==> src/rtl/assert_macros.svh <==
// ----------------------------------------------------------------------------
// assert_macros.svh
// Concurrent assertion shorthands for the telemetry codec RTL.
// ----------------------------------------------------------------------------
`ifndef ASSERT_MACROS_SVH
`define ASSERT_MACROS_SVH

// same-cycle implication
`define STFC_ASSERT_IMP(label, clk, rstn, ante, cons) \
    label: assert property (@(posedge clk) disable iff (!(rstn)) (ante) |-> (cons)) \
        else $error("stfc assertion failed");

// next-cycle implication
`define STFC_ASSERT_NXT(label, clk, rstn, ante, cons) \
    label: assert property (@(posedge clk) disable iff (!(rstn)) (ante) |=> (cons)) \
        else $error("stfc assertion failed");

`endif

==> src/rtl/stfc_pkg.sv <==
// ----------------------------------------------------------------------------
// stfc_pkg
// Types and constants shared by the telemetry frame codec modules.
// ----------------------------------------------------------------------------
package stfc_pkg;

    localparam int DATA_BITS_DEF = 12;
    localparam int HDR_BITS      = 3;
    localparam int TX_W          = 16;
    localparam int RX_W          = 16;
    localparam int POS_W         = 24;
    localparam int FLD_W         = 12;
    localparam int TMO_W         = 8;

    // position scaling divider
    localparam int DEN_W     = POS_W + 1;
    localparam int NUM_W     = 34;
    localparam int SCALE_W   = 10;
    localparam int POS_SCALE = 1000;
    localparam int DIV_STEPS = NUM_W / 2;
    localparam int STEP_W    = $clog2(DIV_STEPS);

    // stream payloads
    localparam int S_TDATA_W = 88;
    localparam int M_TDATA_W = 56;

    // configuration port
    localparam int CFG_IDX_W  = 3;
    localparam int CFG_DATA_W = 24;

    localparam logic [CFG_IDX_W-1:0] CFG_PULL_LIMIT    = 3'd0;
    localparam logic [CFG_IDX_W-1:0] CFG_PUSH_LIMIT    = 3'd1;
    localparam logic [CFG_IDX_W-1:0] CFG_TIMEOUT_LIMIT = 3'd2;
    localparam logic [CFG_IDX_W-1:0] CFG_HOLD_SPEED    = 3'd3;
    localparam logic [CFG_IDX_W-1:0] CFG_HOLD_MODE     = 3'd4;
    localparam logic [CFG_IDX_W-1:0] CFG_HOLD_COMMAND  = 3'd5;

    localparam logic [POS_W-1:0] PULL_LIMIT_RST    = 24'd0;
    localparam logic [POS_W-1:0] PUSH_LIMIT_RST    = 24'd1000;
    localparam logic [TMO_W-1:0] TIMEOUT_LIMIT_RST = 8'd10;
    localparam logic [FLD_W-1:0] HOLD_RST          = 12'd0;

    // frame rotation
    localparam logic [2:0] FRM_POSITION    = 3'd0;
    localparam logic [2:0] FRM_TEMPERATURE = 3'd1;
    localparam logic [2:0] FRM_RPM         = 3'd2;
    localparam logic [2:0] FRM_STATUS      = 3'd3;
    localparam logic [2:0] FRM_ERROR       = 3'd4;

    // header codes
    localparam logic [HDR_BITS-1:0] TXH_NONE        = 3'd0;
    localparam logic [HDR_BITS-1:0] TXH_POSITION    = 3'd1;
    localparam logic [HDR_BITS-1:0] TXH_TEMPERATURE = 3'd2;
    localparam logic [HDR_BITS-1:0] TXH_RPM         = 3'd3;
    localparam logic [HDR_BITS-1:0] TXH_STATUS      = 3'd4;
    localparam logic [HDR_BITS-1:0] TXH_ERROR       = 3'd5;
    localparam logic [HDR_BITS-1:0] RXH_SPEED       = 3'd1;
    localparam logic [HDR_BITS-1:0] RXH_MODE        = 3'd2;
    localparam logic [HDR_BITS-1:0] RXH_COMMAND     = 3'd3;

    typedef struct packed {
        logic load;
        logic prep;
        logic mul;
        logic div_step;
        logic finish;
    } stfc_cmd_t;

    typedef struct packed {
        logic pos_frame;
        logic out_free;
    } stfc_status_t;

endpackage

==> src/rtl/spi_telemetry_frame_codec.sv <==
// ----------------------------------------------------------------------------
// spi_telemetry_frame_codec: after the input transfer a position frame runs prep,
// multiply, 17 two-bit divider steps and finish; other frames go straight to finish.
// Finish waits for a free output, and no new input is taken until the item is done.
// Synchronous active-low reset: rotation and counters cleared, settings to defaults.
// ----------------------------------------------------------------------------
`include "assert_macros.svh"

module spi_telemetry_frame_codec #(
    parameter int DATA_BITS = stfc_pkg::DATA_BITS_DEF
) (
    input  logic                              aclk,
    input  logic                              aresetn,
    // rx_word[15:0], position[39:16], temperature_tenths[51:40], rpm[63:52],
    // status[75:64], error_flags[87:76]
    input  logic [stfc_pkg::S_TDATA_W-1:0]    s_tdata,
    input  logic                              s_tvalid,
    output logic                              s_tready,
    // tx_word[15:0], speed_setting[27:16], mode_setting[39:28],
    // command_setting[51:40], timed_out[52], zero[55:53]
    output logic [stfc_pkg::M_TDATA_W-1:0]    m_tdata,
    output logic                              m_tvalid,
    input  logic                              m_tready,
    input  logic                              cfg_valid,
    output logic                              cfg_ready,
    input  logic [stfc_pkg::CFG_IDX_W-1:0]    cfg_index,
    input  logic [stfc_pkg::CFG_DATA_W-1:0]   cfg_data
);
    import stfc_pkg::*;

    logic [POS_W-1:0] pull_limit_reg, push_limit_reg;
    logic [TMO_W-1:0] timeout_limit_reg;
    logic [FLD_W-1:0] hold_speed_reg, hold_mode_reg, hold_command_reg;

    stfc_cmd_t    ctrl_cmd;
    stfc_status_t dp_status;

    assign cfg_ready = 1'b1;

    always_ff @(posedge aclk) begin
        if (!aresetn) begin
            pull_limit_reg    <= PULL_LIMIT_RST;
            push_limit_reg    <= PUSH_LIMIT_RST;
            timeout_limit_reg <= TIMEOUT_LIMIT_RST;
            hold_speed_reg    <= HOLD_RST;
            hold_mode_reg     <= HOLD_RST;
            hold_command_reg  <= HOLD_RST;
        end else if (cfg_valid && cfg_ready) begin
            case (cfg_index)
                CFG_PULL_LIMIT:    pull_limit_reg    <= cfg_data[POS_W-1:0];
                CFG_PUSH_LIMIT:    push_limit_reg    <= cfg_data[POS_W-1:0];
                CFG_TIMEOUT_LIMIT: timeout_limit_reg <= cfg_data[TMO_W-1:0];
                CFG_HOLD_SPEED:    hold_speed_reg    <= cfg_data[FLD_W-1:0];
                CFG_HOLD_MODE:     hold_mode_reg     <= cfg_data[FLD_W-1:0];
                CFG_HOLD_COMMAND:  hold_command_reg  <= cfg_data[FLD_W-1:0];
                default:           ;
            endcase
        end
    end

    stfc_ctrl u_ctrl (
        .aclk     (aclk),
        .aresetn  (aresetn),
        .s_tvalid (s_tvalid),
        .s_tready (s_tready),
        .status   (dp_status),
        .cmd      (ctrl_cmd)
    );

    stfc_dpath #(
        .DATA_BITS (DATA_BITS)
    ) u_dpath (
        .aclk          (aclk),
        .aresetn       (aresetn),
        .cmd           (ctrl_cmd),
        .status        (dp_status),
        .s_tdata       (s_tdata),
        .pull_limit    (pull_limit_reg),
        .push_limit    (push_limit_reg),
        .timeout_limit (timeout_limit_reg),
        .hold_speed    (hold_speed_reg),
        .hold_mode     (hold_mode_reg),
        .hold_command  (hold_command_reg),
        .m_tvalid      (m_tvalid),
        .m_tready      (m_tready),
        .m_tdata       (m_tdata)
    );

    `STFC_ASSERT_NXT(a_one_item, aclk, aresetn, s_tvalid && s_tready, !s_tready)
    `STFC_ASSERT_IMP(a_out_from_finish, aclk, aresetn, $rose(m_tvalid), $past(ctrl_cmd.finish))
    `STFC_ASSERT_IMP(a_div_pos_only, aclk, aresetn, ctrl_cmd.div_step, dp_status.pos_frame)

endmodule

==> src/rtl/stfc_ctrl.sv <==
// ----------------------------------------------------------------------------
// stfc_ctrl
// Sequencer: input capture, position scaling divide, frame completion.
// ----------------------------------------------------------------------------
module stfc_ctrl (
    input  logic                  aclk,
    input  logic                  aresetn,
    input  logic                  s_tvalid,
    output logic                  s_tready,
    input  stfc_pkg::stfc_status_t status,
    output stfc_pkg::stfc_cmd_t    cmd
);
    import stfc_pkg::*;

    typedef enum logic [2:0] {
        ST_IDLE,
        ST_PREP,
        ST_MUL,
        ST_DIV,
        ST_FIN
    } state_t;

    state_t            state_reg, state_next;
    logic [STEP_W-1:0] step_reg, step_next;

    always_comb begin
        state_next = state_reg;
        step_next  = step_reg;
        cmd        = '0;
        s_tready   = 1'b0;
        case (state_reg)
            ST_IDLE: begin
                s_tready = 1'b1;
                if (s_tvalid) begin
                    cmd.load   = 1'b1;
                    state_next = status.pos_frame ? ST_PREP : ST_FIN;
                end
            end
            ST_PREP: begin
                cmd.prep   = 1'b1;
                state_next = ST_MUL;
            end
            ST_MUL: begin
                cmd.mul    = 1'b1;
                step_next  = '0;
                state_next = ST_DIV;
            end
            ST_DIV: begin
                cmd.div_step = 1'b1;
                step_next    = step_reg + 1'b1;
                if (step_reg == STEP_W'(DIV_STEPS - 1)) begin
                    state_next = ST_FIN;
                end
            end
            ST_FIN: begin
                if (status.out_free) begin
                    cmd.finish = 1'b1;
                    state_next = ST_IDLE;
                end
            end
            default: begin
                state_next = ST_IDLE;
            end
        endcase
    end

    always_ff @(posedge aclk) begin
        if (!aresetn) begin
            state_reg <= ST_IDLE;
            step_reg  <= '0;
        end else begin
            state_reg <= state_next;
            step_reg  <= step_next;
        end
    end

endmodule

==> src/rtl/stfc_dpath.sv <==
// ----------------------------------------------------------------------------
// stfc_dpath
// Datapath: operand capture, position scaling divider, frame build,
// received word decode, link timeout and the result register.
// ----------------------------------------------------------------------------
module stfc_dpath #(
    parameter int DATA_BITS = stfc_pkg::DATA_BITS_DEF
) (
    input  logic                        aclk,
    input  logic                        aresetn,
    input  stfc_pkg::stfc_cmd_t         cmd,
    output stfc_pkg::stfc_status_t      status,
    input  logic [stfc_pkg::S_TDATA_W-1:0] s_tdata,
    input  logic [stfc_pkg::POS_W-1:0]  pull_limit,
    input  logic [stfc_pkg::POS_W-1:0]  push_limit,
    input  logic [stfc_pkg::TMO_W-1:0]  timeout_limit,
    input  logic [stfc_pkg::FLD_W-1:0]  hold_speed,
    input  logic [stfc_pkg::FLD_W-1:0]  hold_mode,
    input  logic [stfc_pkg::FLD_W-1:0]  hold_command,
    output logic                        m_tvalid,
    input  logic                        m_tready,
    output logic [stfc_pkg::M_TDATA_W-1:0] m_tdata
);
    import stfc_pkg::*;

    // captured item
    logic [RX_W-1:0]  rx_reg;
    logic [POS_W-1:0] pos_reg;
    logic [FLD_W-1:0] temp_reg, rpm_reg, stat_reg, err_reg;

    // divider
    logic [DEN_W-1:0] mag_reg, dvs_reg, rem_reg, rem_next;
    logic [NUM_W-1:0] quo_reg, quo_next;
    logic             neg_reg, dzero_reg;
    logic [DEN_W-1:0] diff, den;
    logic [DEN_W+SCALE_W-1:0] prod;

    // telemetry state
    logic [2:0]       frame_reg, frame_next;
    logic [TMO_W-1:0] zcnt_reg, zcnt_next;
    logic [FLD_W-1:0] speed_reg, speed_next;
    logic [FLD_W-1:0] mode_reg, mode_next;
    logic [FLD_W-1:0] command_reg, command_next;
    logic             timed;

    logic [DATA_BITS-1:0] pos_data, q_low, frm_data, rx_data;
    logic [HDR_BITS-1:0]  frm_hdr, rx_hdr;
    logic [TX_W-1:0]      tx_word;

    logic                 m_tvalid_reg;
    logic [M_TDATA_W-1:0] m_tdata_reg;

    assign diff = {pos_reg[POS_W-1], pos_reg} - {pull_limit[POS_W-1], pull_limit};
    assign den  = {push_limit[POS_W-1], push_limit} - {pull_limit[POS_W-1], pull_limit};
    assign prod = mag_reg * SCALE_W'(POS_SCALE);

    // two restoring quotient bits per step
    always_comb begin
        logic [DEN_W:0]   trial;
        logic [DEN_W-1:0] rem_mid;
        logic [NUM_W-1:0] quo_mid;
        trial   = {rem_reg, quo_reg[NUM_W-1]};
        quo_mid = {quo_reg[NUM_W-2:0], 1'b0};
        if (trial >= {1'b0, dvs_reg}) begin
            rem_mid    = DEN_W'(trial - {1'b0, dvs_reg});
            quo_mid[0] = 1'b1;
        end else begin
            rem_mid = trial[DEN_W-1:0];
        end
        trial    = {rem_mid, quo_mid[NUM_W-1]};
        quo_next = {quo_mid[NUM_W-2:0], 1'b0};
        if (trial >= {1'b0, dvs_reg}) begin
            rem_next    = DEN_W'(trial - {1'b0, dvs_reg});
            quo_next[0] = 1'b1;
        end else begin
            rem_next = trial[DEN_W-1:0];
        end
    end

    assign q_low    = quo_reg[DATA_BITS-1:0];
    assign pos_data = dzero_reg ? '0 : (neg_reg ? (~q_low + 1'b1) : q_low);

    always_comb begin
        case (frame_reg)
            FRM_POSITION: begin
                frm_hdr  = TXH_POSITION;
                frm_data = pos_data;
            end
            FRM_TEMPERATURE: begin
                frm_hdr  = TXH_TEMPERATURE;
                frm_data = temp_reg[DATA_BITS-1:0];
            end
            FRM_RPM: begin
                frm_hdr  = TXH_RPM;
                frm_data = rpm_reg[DATA_BITS-1:0];
            end
            FRM_STATUS: begin
                frm_hdr  = TXH_STATUS;
                frm_data = stat_reg[DATA_BITS-1:0];
            end
            FRM_ERROR: begin
                frm_hdr  = TXH_ERROR;
                frm_data = err_reg[DATA_BITS-1:0];
            end
            default: begin
                frm_hdr  = TXH_NONE;
                frm_data = '0;
            end
        endcase
    end

    assign tx_word    = TX_W'({~^{frm_hdr, frm_data}, frm_hdr, frm_data});
    assign frame_next = (frame_reg >= FRM_ERROR) ? FRM_POSITION : frame_reg + 1'b1;

    assign rx_hdr  = rx_reg[DATA_BITS+HDR_BITS-1:DATA_BITS];
    assign rx_data = rx_reg[DATA_BITS-1:0];

    always_comb begin
        if (rx_reg == '0) begin
            zcnt_next = (zcnt_reg == '1) ? zcnt_reg : zcnt_reg + 1'b1;
        end else begin
            zcnt_next = '0;
        end
        timed        = zcnt_next > timeout_limit;
        speed_next   = timed ? hold_speed   : speed_reg;
        mode_next    = timed ? hold_mode    : mode_reg;
        command_next = timed ? hold_command : command_reg;
        if (^rx_reg) begin
            case (rx_hdr)
                RXH_SPEED:   speed_next   = FLD_W'(rx_data);
                RXH_MODE:    mode_next    = FLD_W'(rx_data);
                RXH_COMMAND: command_next = FLD_W'(rx_data);
                default:     ;
            endcase
        end
    end

    assign status.pos_frame = (frame_reg == FRM_POSITION);
    assign status.out_free  = !m_tvalid_reg || m_tready;

    // payload registers
    always_ff @(posedge aclk) begin
        if (cmd.load) begin
            rx_reg   <= s_tdata[15:0];
            pos_reg  <= s_tdata[39:16];
            temp_reg <= s_tdata[51:40];
            rpm_reg  <= s_tdata[63:52];
            stat_reg <= s_tdata[75:64];
            err_reg  <= s_tdata[87:76];
        end
        if (cmd.prep) begin
            mag_reg   <= diff[DEN_W-1] ? -diff : diff;
            dvs_reg   <= den[DEN_W-1] ? -den : den;
            neg_reg   <= diff[DEN_W-1] ^ den[DEN_W-1];
            dzero_reg <= (den == '0);
        end
        if (cmd.mul) begin
            quo_reg <= prod[NUM_W-1:0];
            rem_reg <= '0;
        end else if (cmd.div_step) begin
            quo_reg <= quo_next;
            rem_reg <= rem_next;
        end
        if (cmd.finish) begin
            m_tdata_reg <= M_TDATA_W'({timed, command_next, mode_next, speed_next, tx_word});
        end
    end

    // control state
    always_ff @(posedge aclk) begin
        if (!aresetn) begin
            frame_reg    <= FRM_POSITION;
            zcnt_reg     <= '0;
            speed_reg    <= '0;
            mode_reg     <= '0;
            command_reg  <= '0;
            m_tvalid_reg <= 1'b0;
        end else begin
            if (cmd.finish) begin
                frame_reg    <= frame_next;
                zcnt_reg     <= zcnt_next;
                speed_reg    <= speed_next;
                mode_reg     <= mode_next;
                command_reg  <= command_next;
                m_tvalid_reg <= 1'b1;
            end else if (m_tready) begin
                m_tvalid_reg <= 1'b0;
            end
        end
    end

    assign m_tvalid = m_tvalid_reg;
    assign m_tdata  = m_tdata_reg;

endmodule

==> config.mk <==
export PLATFORM = sky130hd
export DESIGN_NAME = spi_telemetry_frame_codec
export DESIGN_NICKNAME = d
export VERILOG_FILES = /design/src/rtl/stfc_pkg.sv /design/src/rtl/spi_telemetry_frame_codec.sv /design/src/rtl/stfc_ctrl.sv /design/src/rtl/stfc_dpath.sv
export VERILOG_INCLUDE_DIRS = /design/src /design/src/rtl
export SDC_FILE = /design/constraint.sdc
export NUM_CORES = 1
export LEC_CHECK = 0
export ABC_AREA = 1
export BUFFER_PORTS_ARGS = -buffer_cell sky130_fd_sc_hd__buf_2
export CAP_MARGIN = 20
export CORE_MARGIN = 2
export CORE_UTILIZATION = 40
export DETAILED_ROUTE_END_ITERATION = 10
export PLACE_DENSITY = 0.57
export SYNTH_ARGS = -nofsm -noshare
export SYNTH_HDL_FRONTEND = slang
export SYNTH_SLANG_ARGS = --single-unit
==> constraint.sdc <==
create_clock -name aclk -period 9 [get_ports aclk]
set_clock_uncertainty 0.1 [all_clocks]
set_input_delay 0.45 -clock aclk [delete_from_list [all_inputs] [get_ports aclk]]
set_output_delay 0.45 -clock aclk [all_outputs]
set_load 0.1 [all_outputs]
## After elaboration in Yosys (flattened, before gate mapping)

Cells that the tools add are included.

- $add $sub $neg: 10
- Multipliers: 1
- Magnitude comparators: 4
- Eq/ne operators: 21
- Mux-type cells: 40
- Bitwise gates (word level): 2
- Reductions and logical operators: 19

Operators with widths:

| operator | count |
|---|---|
| 2-to-1 mux 12 bit | 11 |
| 2-to-1 mux 34 bit | 2 |
| case mux 12 bit (5 select lines) | 1 |
| >= comparator 26 x 25 -> 1 bit | 2 |
| 2-to-1 mux 25 bit | 2 |
| negation 25 bit | 2 |
| subtractor 24 x 24 -> 25 bit | 2 |
| subtractor 25 bit | 2 |
| 2-to-1 mux 24 bit | 2 |
| multiplier 25 x 7 -> 31 bit (second input constant) | 1 |
| case mux 3 bit (5 select lines) | 2 |
| logical NOT 25 bit | 1 |
| equality test 3 x 2 -> 1 bit (second input constant) | 8 |
| logical NOT 16 bit | 1 |
| 2-to-1 mux 8 bit | 2 |
| parity 16 bit | 1 |
| 2-to-1 mux 3 bit | 5 |
| XNOR reduction 15 bit | 1 |
| adder 12 x 1 -> 12 bit (second input constant) | 1 |
| equality test 3 x 1 -> 1 bit (second input constant) | 4 |
| equality test 3 bit (second input constant) | 4 |
| 2-to-1 mux 1 bit | 12 |
| inverter 12 bit | 1 |
| AND reduction 2 bit | 6 |
| 16 further kinds | 21 |

- Register bits after elaboration: 400
- Bits of input ports: 120
- Output and inout bits: 59
- Word-level logic and storage cells: 127

## Depth between registers and ports, before layout

Gate-level depths: netlist of run 1.

- Depth in word-level cells: 7
- Mapped depth: 32
- Gate-level depth less buffers: 30

## Hierarchy

A second synthesis of run 1 with hierarchy kept.

- Cells, all modules: 3614
- Area total of the unflattened synthesis: 28237.1 µm²

By module, submodules not included:

| module | instances | cells each | area each (µm²) | sequential area each (µm²) |
|---|---|---|---|---|
| stfc_dpath | 1 | 3001 | 23949.2 | 8247.9 |
| spi_telemetry_frame_codec | 1 | 534 | 3769.9 | 1841.8 |
| stfc_ctrl | 1 | 79 | 518.0 | 160.2 |

## Least setup slack after synthesis of run 1

OpenSTA, ideal clock, no wires.

- Path type: register to register
- Start: register u_ctrl.state_reg[0]
- End: register u_dpath.err_reg[0], enable pin
- Arrival time: 4.245 ns
- Required time: 8.365 ns
- Slack: 4.119 ns
- Cell stages (with the launch flop): 4
- Path buffers: 0
- Cells stage by stage: dfxtp_1 -> nor2_1 -> nand2_1 -> nor2_1

RTL lines:

| item | RTL line | text |
|---|---|---|
| from (decl) | stfc_ctrl.sv:23 | `state_t state_reg, state_next;` |
| from (signal assigned) | stfc_ctrl.sv:72 | `state_reg <= state_next;` |
| to (signal assigned) | stfc_dpath.sv:149 | `err_reg <= s_tdata[87:76];` |
| to (decl) | stfc_dpath.sv:29 | `logic [FLD_W-1:0] temp_reg, rpm_reg, stat_reg, err_reg;` |

## Worst setup path in the final report of run 1

- Start: register u_dpath.dvs_reg[15]
- End: register u_dpath.quo_reg[0]

- Longest elaborated chain between the ends: 4
- Elaborated cells between the ends (all ways): 5

Ends and longest elaborated chain:

| item | RTL line | text |
|---|---|---|
| from (decl) | stfc_dpath.sv:32 | `logic [DEN_W-1:0] mag_reg, dvs_reg, rem_reg, rem_next;` |
| from (signal assigned) | stfc_dpath.sv:153 | `dvs_reg <= den[DEN_W-1] ? -den : den;` |
| subtractor 25 bit / >= comparator 26 x 25 -> 1 bit (equally long branches) | stfc_dpath.sv:65, stfc_dpath.sv:64 |  |
| 2-to-1 mux 25 bit | stfc_dpath.sv:64 | `if (trial >= {1'b0, dvs_reg}) begin` |
| >= comparator 26 x 25 -> 1 bit * | stfc_dpath.sv:72 | `if (trial >= {1'b0, dvs_reg}) begin` |
| 2-to-1 mux 1 bit * | stfc_dpath.sv:72 |  |
| to (signal assigned) | stfc_dpath.sv:158 | `quo_reg <= prod[NUM_W-1:0];` |
| to (signal assigned) | stfc_dpath.sv:161 | `quo_reg <= quo_next;` |
| to (decl) | stfc_dpath.sv:33 | `logic [NUM_W-1:0] quo_reg, quo_next;` |

Mark *: on every way between the ends. The rest lies on a longest branch, timed or not.
A chain may end at the register's enable or synchronous reset.

==> results of run 1 <==
## synthesized netlist by cell type, types with 66 or more instances
cell type	instances	area (um^2)
o21ai_0	284	1420
nand4_1	89	557
nand3_1	216	1080
clkbuf_1	71	267
a21oi_1	260	1300
fa_1	94	1880
edfxtp_1	224	6730
dfxtp_1	176	3520
nor2_1	293	1100
ha_1	195	2440
inv_1	584	2190
xor2_1	66	578
nand2_1	736	2760
## layout make-up
type | count | area share
clock buffers | 64 | 0.0409
clock inverters | 24 | 0.00846
inverters | 593 | 0.0684
multi-input cells | 2519 | 0.471
flip-flops and latches | 400 | 0.315
well taps | 940 | 0.0361
repair buffers | 288 | 0.0605
## worst paths after layout
kind | cells after the start | slack [ps] | endpoint | start
worst max-delay path | 25 | 3350 | u_dpath.quo_reg[0] | u_dpath.dvs_reg[15]
worst min-delay path | 3 | 40 | push_limit_reg[19] | cfg_data[19]
worst max register to register | 25 | 3350 | u_dpath.quo_reg[0] | u_dpath.dvs_reg[15]
worst min register to register | 2 | 350 | hold_speed_reg[1] | hold_speed_reg[1]
## cell families after synthesis
family / after synthesis / synth area share
flip-flops: 400 / 0.363
other: 2 / 0.000266
adder cells (fa/ha/maj): 289 / 0.153
AND/OR/NAND/NOR: 1445 / 0.222
buffers and inverters: 694 / 0.0950
XOR/XNOR: 111 / 0.0353
AO/OA/AOI/OAI: 670 / 0.131
## stage by stage
stage | instance area, um^2 | setup WS [ps]
final | 32600 | 3350
after global routing | 32600 | 2790
after CTS | 32500 | 3490
after detailed placement | 30000 | 3500
after global placement | 30000 | 3500
after floorplan | 28200 | 4120
## critical path, stage by stage, from the launching register on
cell      delay [ps]
edfxtp_1         350
inv_1            130
ha_1             300
a21oi_1          300
o21ai_0          170
inv_1             80
nand2_1           60
a21oi_1          170
nand3_2          420
inv_2            590
o21ai_0          220
ha_1             370
a21oi_1          230
o21ai_0          130
nand2_1           70
nand2_1           60
nand2_1           60
nand3_1          140
nand2_1           90
a21boi_1          90
nor2_4           550
nand2_4          420
nand2_1          180
o21ai_0           90
nand2_1          100
inv_1             40
## routing by layer
metal | global-route usage | part of all wire | wire (um) | vias to the layer above
met5 | 0 | 0 | 0 | -
met4 | 0.0822 | 0.038 | 3020 | 0
met3 | 0.0246 | 0.040 | 3230 | 155
met2 | 0.353 | 0.45 | 36300 | 535
met1 | 0.300 | 0.47 | 37600 | 11100
li1 | - | - | - | 12400
## timing repair
action / in CTS / in global routing
hold buffers: 96 / 0
resized for setup: 0 / 0
hold endpoints to repair: 96 / 0
==> flow_summary.ini, run 1 <==
[die]
rows = 97
dieHeight_um = 270
initial_core_util = 0.404
dieArea_um2 = 72700
coreArea_um2 = 69900
die_w_um = 270
ios = 179

[timing]
drv_slew = 0
setup_viol = 0
timing.fmax_mhz = 177
layout_min_cycle_time_ps = 5650
holdWs_ps = 35.6
relSlewSlack = 0.276
tns_ps = 0
fin_crit_sh = 0.628
rsz0062_at_grt = no
finalHoldViolations = 0
tightest_slew_ps = 1080

[clocking]
clock-sinks = 400
post-cts-setup-buffers = 0
cts_root_buf = clkbuf_16
clk-insertion-delay-late_ps = 610
cts.htree.levels = 2
clk_path_buf_depth = 3
numCtsBuffers = 47
clkTransAtPathRegs_ps = 60
cts_tree = yes

[status]
status = completed

[drt]
routedWlPerCell_um = 16.6
ant_nets = 0
vias = 24200
viasPerCell = 5.02
wl_um = 80200
drt_pass1_iterations = 6
drt_iter0_markers = 1575
drc = 0

[grt]
grt_pass1_vias = 23400
antenna_found_initial = 1
gr-usage-all-layers = 0.218
grt_max_degree = 94
grt-ovfl-total = 0
grt_first_pass_wirelength_um = 127000

[placement]
numPortBuffers = 174
dp.cells = 4643
routabilityCongestion = 0.912
dpl.hpwl_um = 61700

[finish]
ff_latch_area_um2 = 10200
largest_register_ffs = 53
layout_common_cells = nand2_1 (735), inv_1 (583), nor2_1 (289)
antenna_cells = 0
drive_gt1_frac = 0.0882
nets = 4258
multi_input_area_um2 = 15300
layout.cells.non_filler = 4828
layout_commonest_cell = nand2_1
syn_to_final_growth_pct = 15.4
fillCellCount = 7083
final_util = 0.466

[synthesis]
seq_area_frac_synth = 0.363
synth-seq-cells = 400
ys_warn_count = 0
synth_flop_cell = edfxtp_1
ys_types = 56
syn_inst = 3611
synth_edf_count = 224
syn_area_per_cell_um2 = 7.81
syn_area_um2 = 28200
ys_async_sr_fraction = 0

[worst_setup_path]
arrival_ps = 6050
startpoint_type = flip-flop
path_class = reg2reg
cp.required_ps = 9400
end_kind = flip-flop
crit_fanout = 31

[flow_run]
maxCapViolCount = 0

[min_path]
hp-class = in2reg
Power of run 1 is not shown: default switching activity piles up to over one toggle a cycle in this logic, so the estimate is an artifact.
==> run 2: changes to the inputs <==
Settings changed: ABC_AREA 1 to 0, PLACE_DENSITY 0.57 to 0.6.
Clock period 9 ns to 5.17 ns, I/O delays scaled along.
==> flow_summary.ini, run 2 <==
[timing]
finalHoldViolations = 0
tightest_slew_ps = 1020
setup_viol = 10
relSlewSlack = 0.321
fin_ws_ps = -121
fin_crit_sh = 1.02
rsz0062_at_grt = yes
drv_slew = 0
timing.fmax_mhz = 189
layout_min_cycle_time_ps = 5290

[clocking]
numCtsBuffers = 44
clkTransAtPathRegs_ps = 60
clk_path_buf_depth = 3
clk-insertion-delay-late_ps = 600
cts.htree.levels = 2
clock-sinks = 400
cts_tree = yes
cts_root_buf = clkbuf_16

[grt]
use_met2 = 0.369
grt_use_met1 = 0.271
antenna_found_initial = 1
gr-usage-met3 = 0.0320
grt_pass1_vias = 21800
grt_first_pass_wirelength_um = 116000
gr-usage-all-layers = 0.216
grt_max_degree = 87
grt_busiest_layer = met2
grt-ovfl-total = 0

[drt]
drt_iter0_markers = 1092
viasPerCell = 5.27
wl_um = 74600
drt_pass1_iterations = 5
vias = 21900
routedWlPerCell_um = 18.0
drc = 0
ant_nets = 0

[finish]
syn_to_final_growth_pct = 25.4
layout_commonest_cell = nand2_1
nets = 3658
fillCellCount = 5865
drive_gt1_frac = 0.182
largest_register_ffs = 53
layout_common_cells = nand2_1 (405), edfxtp_1 (224), inv_1 (213)
fin_area_um2 = 33000
layout.cells.non_filler = 4150

[synthesis]
yosys.area.top_type_share = 0.255
syn_inst = 2801
synth_flop_cell = edfxtp_1
ys_types = 75
syn_area_per_cell_um2 = 9.40
synth-seq-cells = 400
ys_warn_count = 0
yosysTopAreaCell = edfxtp_1
seq_area_frac_synth = 0.389
ys_async_sr_fraction = 0
synth_edf_count = 224
synth_commonest_cells = nand2_1 (406), inv_1 (230), edfxtp_1 (224)
syn_area_um2 = 26300
synth_area_leaders = edfxtp_1 (26%), dfxtp_1 (13%), ha_1 (9.3%)
synth.most_common_cell = nand2_1

[die]
rows = 94
coreArea_um2 = 65500
dieArea_um2 = 67900
ios = 179
initial_core_util = 0.402
die_w_um = 261
dieHeight_um = 261

[min_path]
min-delay-start = cfg_index[0]
hp-class = in2reg
hold_depth = 4
min_to = timeout_limit_reg[0]

[worst_setup_path]
r2r_slack_ps = -120
crit_fanout = 6
r2r_end = u_dpath.rem_reg[17]
path_class = reg2reg
r2r-start = u_dpath.quo_reg[33]
arrival_ps = 5660
end_kind = flip-flop
startpoint_type = flip-flop
rr_worst_depth = 24
cp.required_ps = 5540

[placement]
numPortBuffers = 174
dp.cells = 3911
place_area_um2 = 29400
routabilityCongestion = 0.892
dpl.hpwl_um = 54400

[status]
violations = setup timing
status = finished, violations left

[flow_run]
maxCapViolCount = 0
==> run 2: area by class of cell <==
cell class              instances  area, um^2  area share
multi-input cells            2058       15500       0.469
flip-flops and latches        400       10300       0.310
repair buffers                514        3950       0.120
clock buffers                  57        1160      0.0352
well taps                     864        1080      0.0327
inverters                     231         868      0.0263
clock inverters                25         210     0.00637
diodes                          1        2.50   0.0000758
==> run 2: worst max-delay path, cell delays in order (launching register included) <==
cell	delay, ps
edfxtp_1	420
inv_2	100
ha_4	140
inv_2	40
fa_2	330
a21o_1	180
nor2b_4	130
o31a_1	250
o31a_1	270
o21ai_2	170
o211a_4	230
buf_6	110
buf_6	110
mux2_4	320
ha_4	230
o21a_1	170
o31a_1	110
or4b_4	510
a21o_1	210
a21oi_4	200
a21oi_2	100
o41ai_2	370
xnor2_1	140
mux2i_1	130
o21ai_1	80
==> run 2: worst max-delay path by stage <==
| stage | startpoint | end | slack, ps | depth (start not counted) |
|---|---|---|---|---|
| 5_1_grt | u_dpath.quo_reg[33] | u_dpath.rem_reg[5] | -320 | 25 |
| 4_1_cts | u_dpath.quo_reg[33] | u_dpath.rem_reg[5] | -110 | 24 |
| 3_5_place_dp | u_dpath.quo_reg[33] | u_dpath.rem_reg[17] | -460 | 23 |
| 6_report | u_dpath.quo_reg[33] | u_dpath.rem_reg[17] | -120 | 24 |
| 2_1_floorplan | u_dpath.quo_reg[33] | u_dpath.rem_reg[17] | -10 | 25 |
| 3_3_place_gp | u_dpath.quo_reg[33] | u_dpath.rem_reg[17] | -400 | 23 |
==> run 2: timing repair <==
item	4_1_cts	5_1_grt
pin swaps	19	61
hold buffers	113	0
buffers inserted	18	22
gates resized for setup	77	97
endpoints found under the setup margin	30	39
endpoints found under the hold margin	181	0
gates cloned	5	1
==> run 2: metrics by stage <==
step	setup WS, ps	util	hold WS [ps]	setup TNS, ps
after floorplan	-13.0	-	257	-13.0
after global placement	-396	0.448	336	-8010
after detailed placement	-465	0.448	337	-10370
after CTS	-108	0.495	35.9	-968
after global routing	-318	0.504	98.3	-5830
final	-121	0.504	69.9	-659
==> run 2: cell families after synthesis <==
kind of cell               after synthesis  synth area share
AOI/OAI and AO/OA                      675             0.170
xor gates and xnor gates               171            0.0569
adders and majority gates              289             0.164
buffers and inverters                  345            0.0498
DFF                                    400             0.389
muxes                                   67            0.0258
other                                    2          0.000285
and+or+nand+nor                        852             0.144
==> run 2: routing by layer <==
layer  share of wire  vias up  wire [um]
met5               0        -          0
met4           0.044        0       3270
met1            0.43    10500      32200
met2            0.48      488      36100
li1                -    10700          -
met3           0.041      176       3080
Power of run 2 is left out for the same reason.
==> run 3: changes to the inputs <==
Settings changed: PLACE_DENSITY 0.6 to 0.58.
Clock period 5.17 ns to 5.1 ns, I/O delays scaled along.
==> flow_summary.ini, run 3 (synthesis gave the netlist of run 2 again) <==
[die]
coreArea_um2 = 65500
rows = 94
dieHeight_um = 261
initial_core_util = 0.402
die_w_um = 261
ios = 179
dieArea_um2 = 67900

[clocking]
clock-sinks = 400
cts.htree.levels = 2
clk_path_buf_depth = 3
cts_tree = yes
clk-insertion-delay-late_ps = 610
clkTransAtPathRegs_ps = 60
cts_root_buf = clkbuf_16
numCtsBuffers = 45

[placement]
numPortBuffers = 174
dpl.hpwl_um = 54400
dp.cells = 3908
routabilityCongestion = 0.893
pre_cts_ws_ps = -482

[drt]
vias = 21900
wl_um = 75300
ant_nets = 0
drc = 0
drt_iter0_markers = 1253
viasPerCell = 5.25
routedWlPerCell_um = 18.1
drt_pass1_iterations = 5

[timing]
timing.fmax_mhz = 190
setup_viol = 22
fin_crit_sh = 1.03
fin_ws_ps = -170
layout_min_cycle_time_ps = 5270
finalHoldViolations = 0
tightest_slew_ps = 1070
drv_slew = 0
tns_ps = -1710
rsz0062_at_grt = yes
holdWs_ps = 95.8
relSlewSlack = 0.285

[status]
violations = setup timing
status = finished, violations left

[finish]
drive_gt1_frac = 0.198
largest_register_ffs = 53
antenna_cells = 0
syn_to_final_growth_pct = 28.0
ff_latch_area_um2 = 10300
multi_input_area_um2 = 15700
nets = 3675
layout.cells.non_filler = 4167
layout_commonest_cell = nand2_1
layout_common_cells = nand2_1 (404), edfxtp_1 (224), buf_4 (212)
fillCellCount = 5881

[grt]
grt_pass1_vias = 21800
gr-usage-all-layers = 0.215
antenna_found_initial = 1
grt_max_degree = 93
grt-ovfl-total = 0
grt_first_pass_wirelength_um = 116000

[min_path]
hp-class = in2reg

[worst_setup_path]
startpoint_type = flip-flop
end_kind = flip-flop
path_class = reg2reg
crit_fanout = 8
arrival_ps = 5630
cp.required_ps = 5460

[flow_run]
maxCapViolCount = 0
[run 3: layout make-up]
cell class,instances,area share
clock inverters,23,0.0117
flip-flops and latches,400,0.304
well taps,864,0.0321
multi-input cells,2058,0.466
repair buffers,530,0.123
clock buffers,61,0.0382
inverters,231,0.0258
[run 3: stage by stage]
stage               area [um^2]  utilization
finish                    33700        0.515
global route              33700        0.515
CTS                       32800        0.500
detailed placement        29300        0.448
global placement          29300        0.448
floorplan                 26400            -
[run 3: repair_timing]
item | in CTS | in global routing
resized for setup | 98 | 129
pin swaps | 45 | 84
hold buffers | 113 | 0
setup endpoints to repair | 33 | 39
gates cloned | 6 | 2
endpoints found under the hold margin | 181 | 0
buffers inserted | 23 | 32
[run 3: per-layer routing]
layer,wire (um),global-route usage,part of all wire
met1,33800,0.281,0.45
met2,35800,0.360,0.48
met3,2760,0.0266,0.037
met4,2910,0.0856,0.039
met5,13,0,0.00017
[run 3: worst paths after layout]
kind	from	end	slack, ps	cells after the start
setup reg to reg	u_dpath.quo_reg[33]	u_dpath.rem_reg[13]	-170	24
hold / removal	cfg_index[0]	timeout_limit_reg[0]	100	4
setup / recovery	u_dpath.quo_reg[33]	u_dpath.rem_reg[13]	-170	24
hold reg to reg	u_dpath.command_reg[4]	u_dpath.command_reg[4]	360	2
[run 3: critical path: stages (launching register included)]
cell      delay, ps
edfxtp_1        390
inv_1            70
ha_2            190
inv_2            40
fa_2            340
a21o_1          190
nor2b_4         130
o31a_1          280
o31a_1          280
o21ai_2         190
o211a_4         230
buf_8           150
mux2_4          340
ha_4            240
o21a_1          170
o31a_1          120
or4b_4          510
a21o_1          200
a21oi_4         170
buf_4           130
buf_4           100
o21bai_1         60
a21oi_1         180
xor2_1          220
o31ai_1          90
Power of run 3 is left out for the same reason.
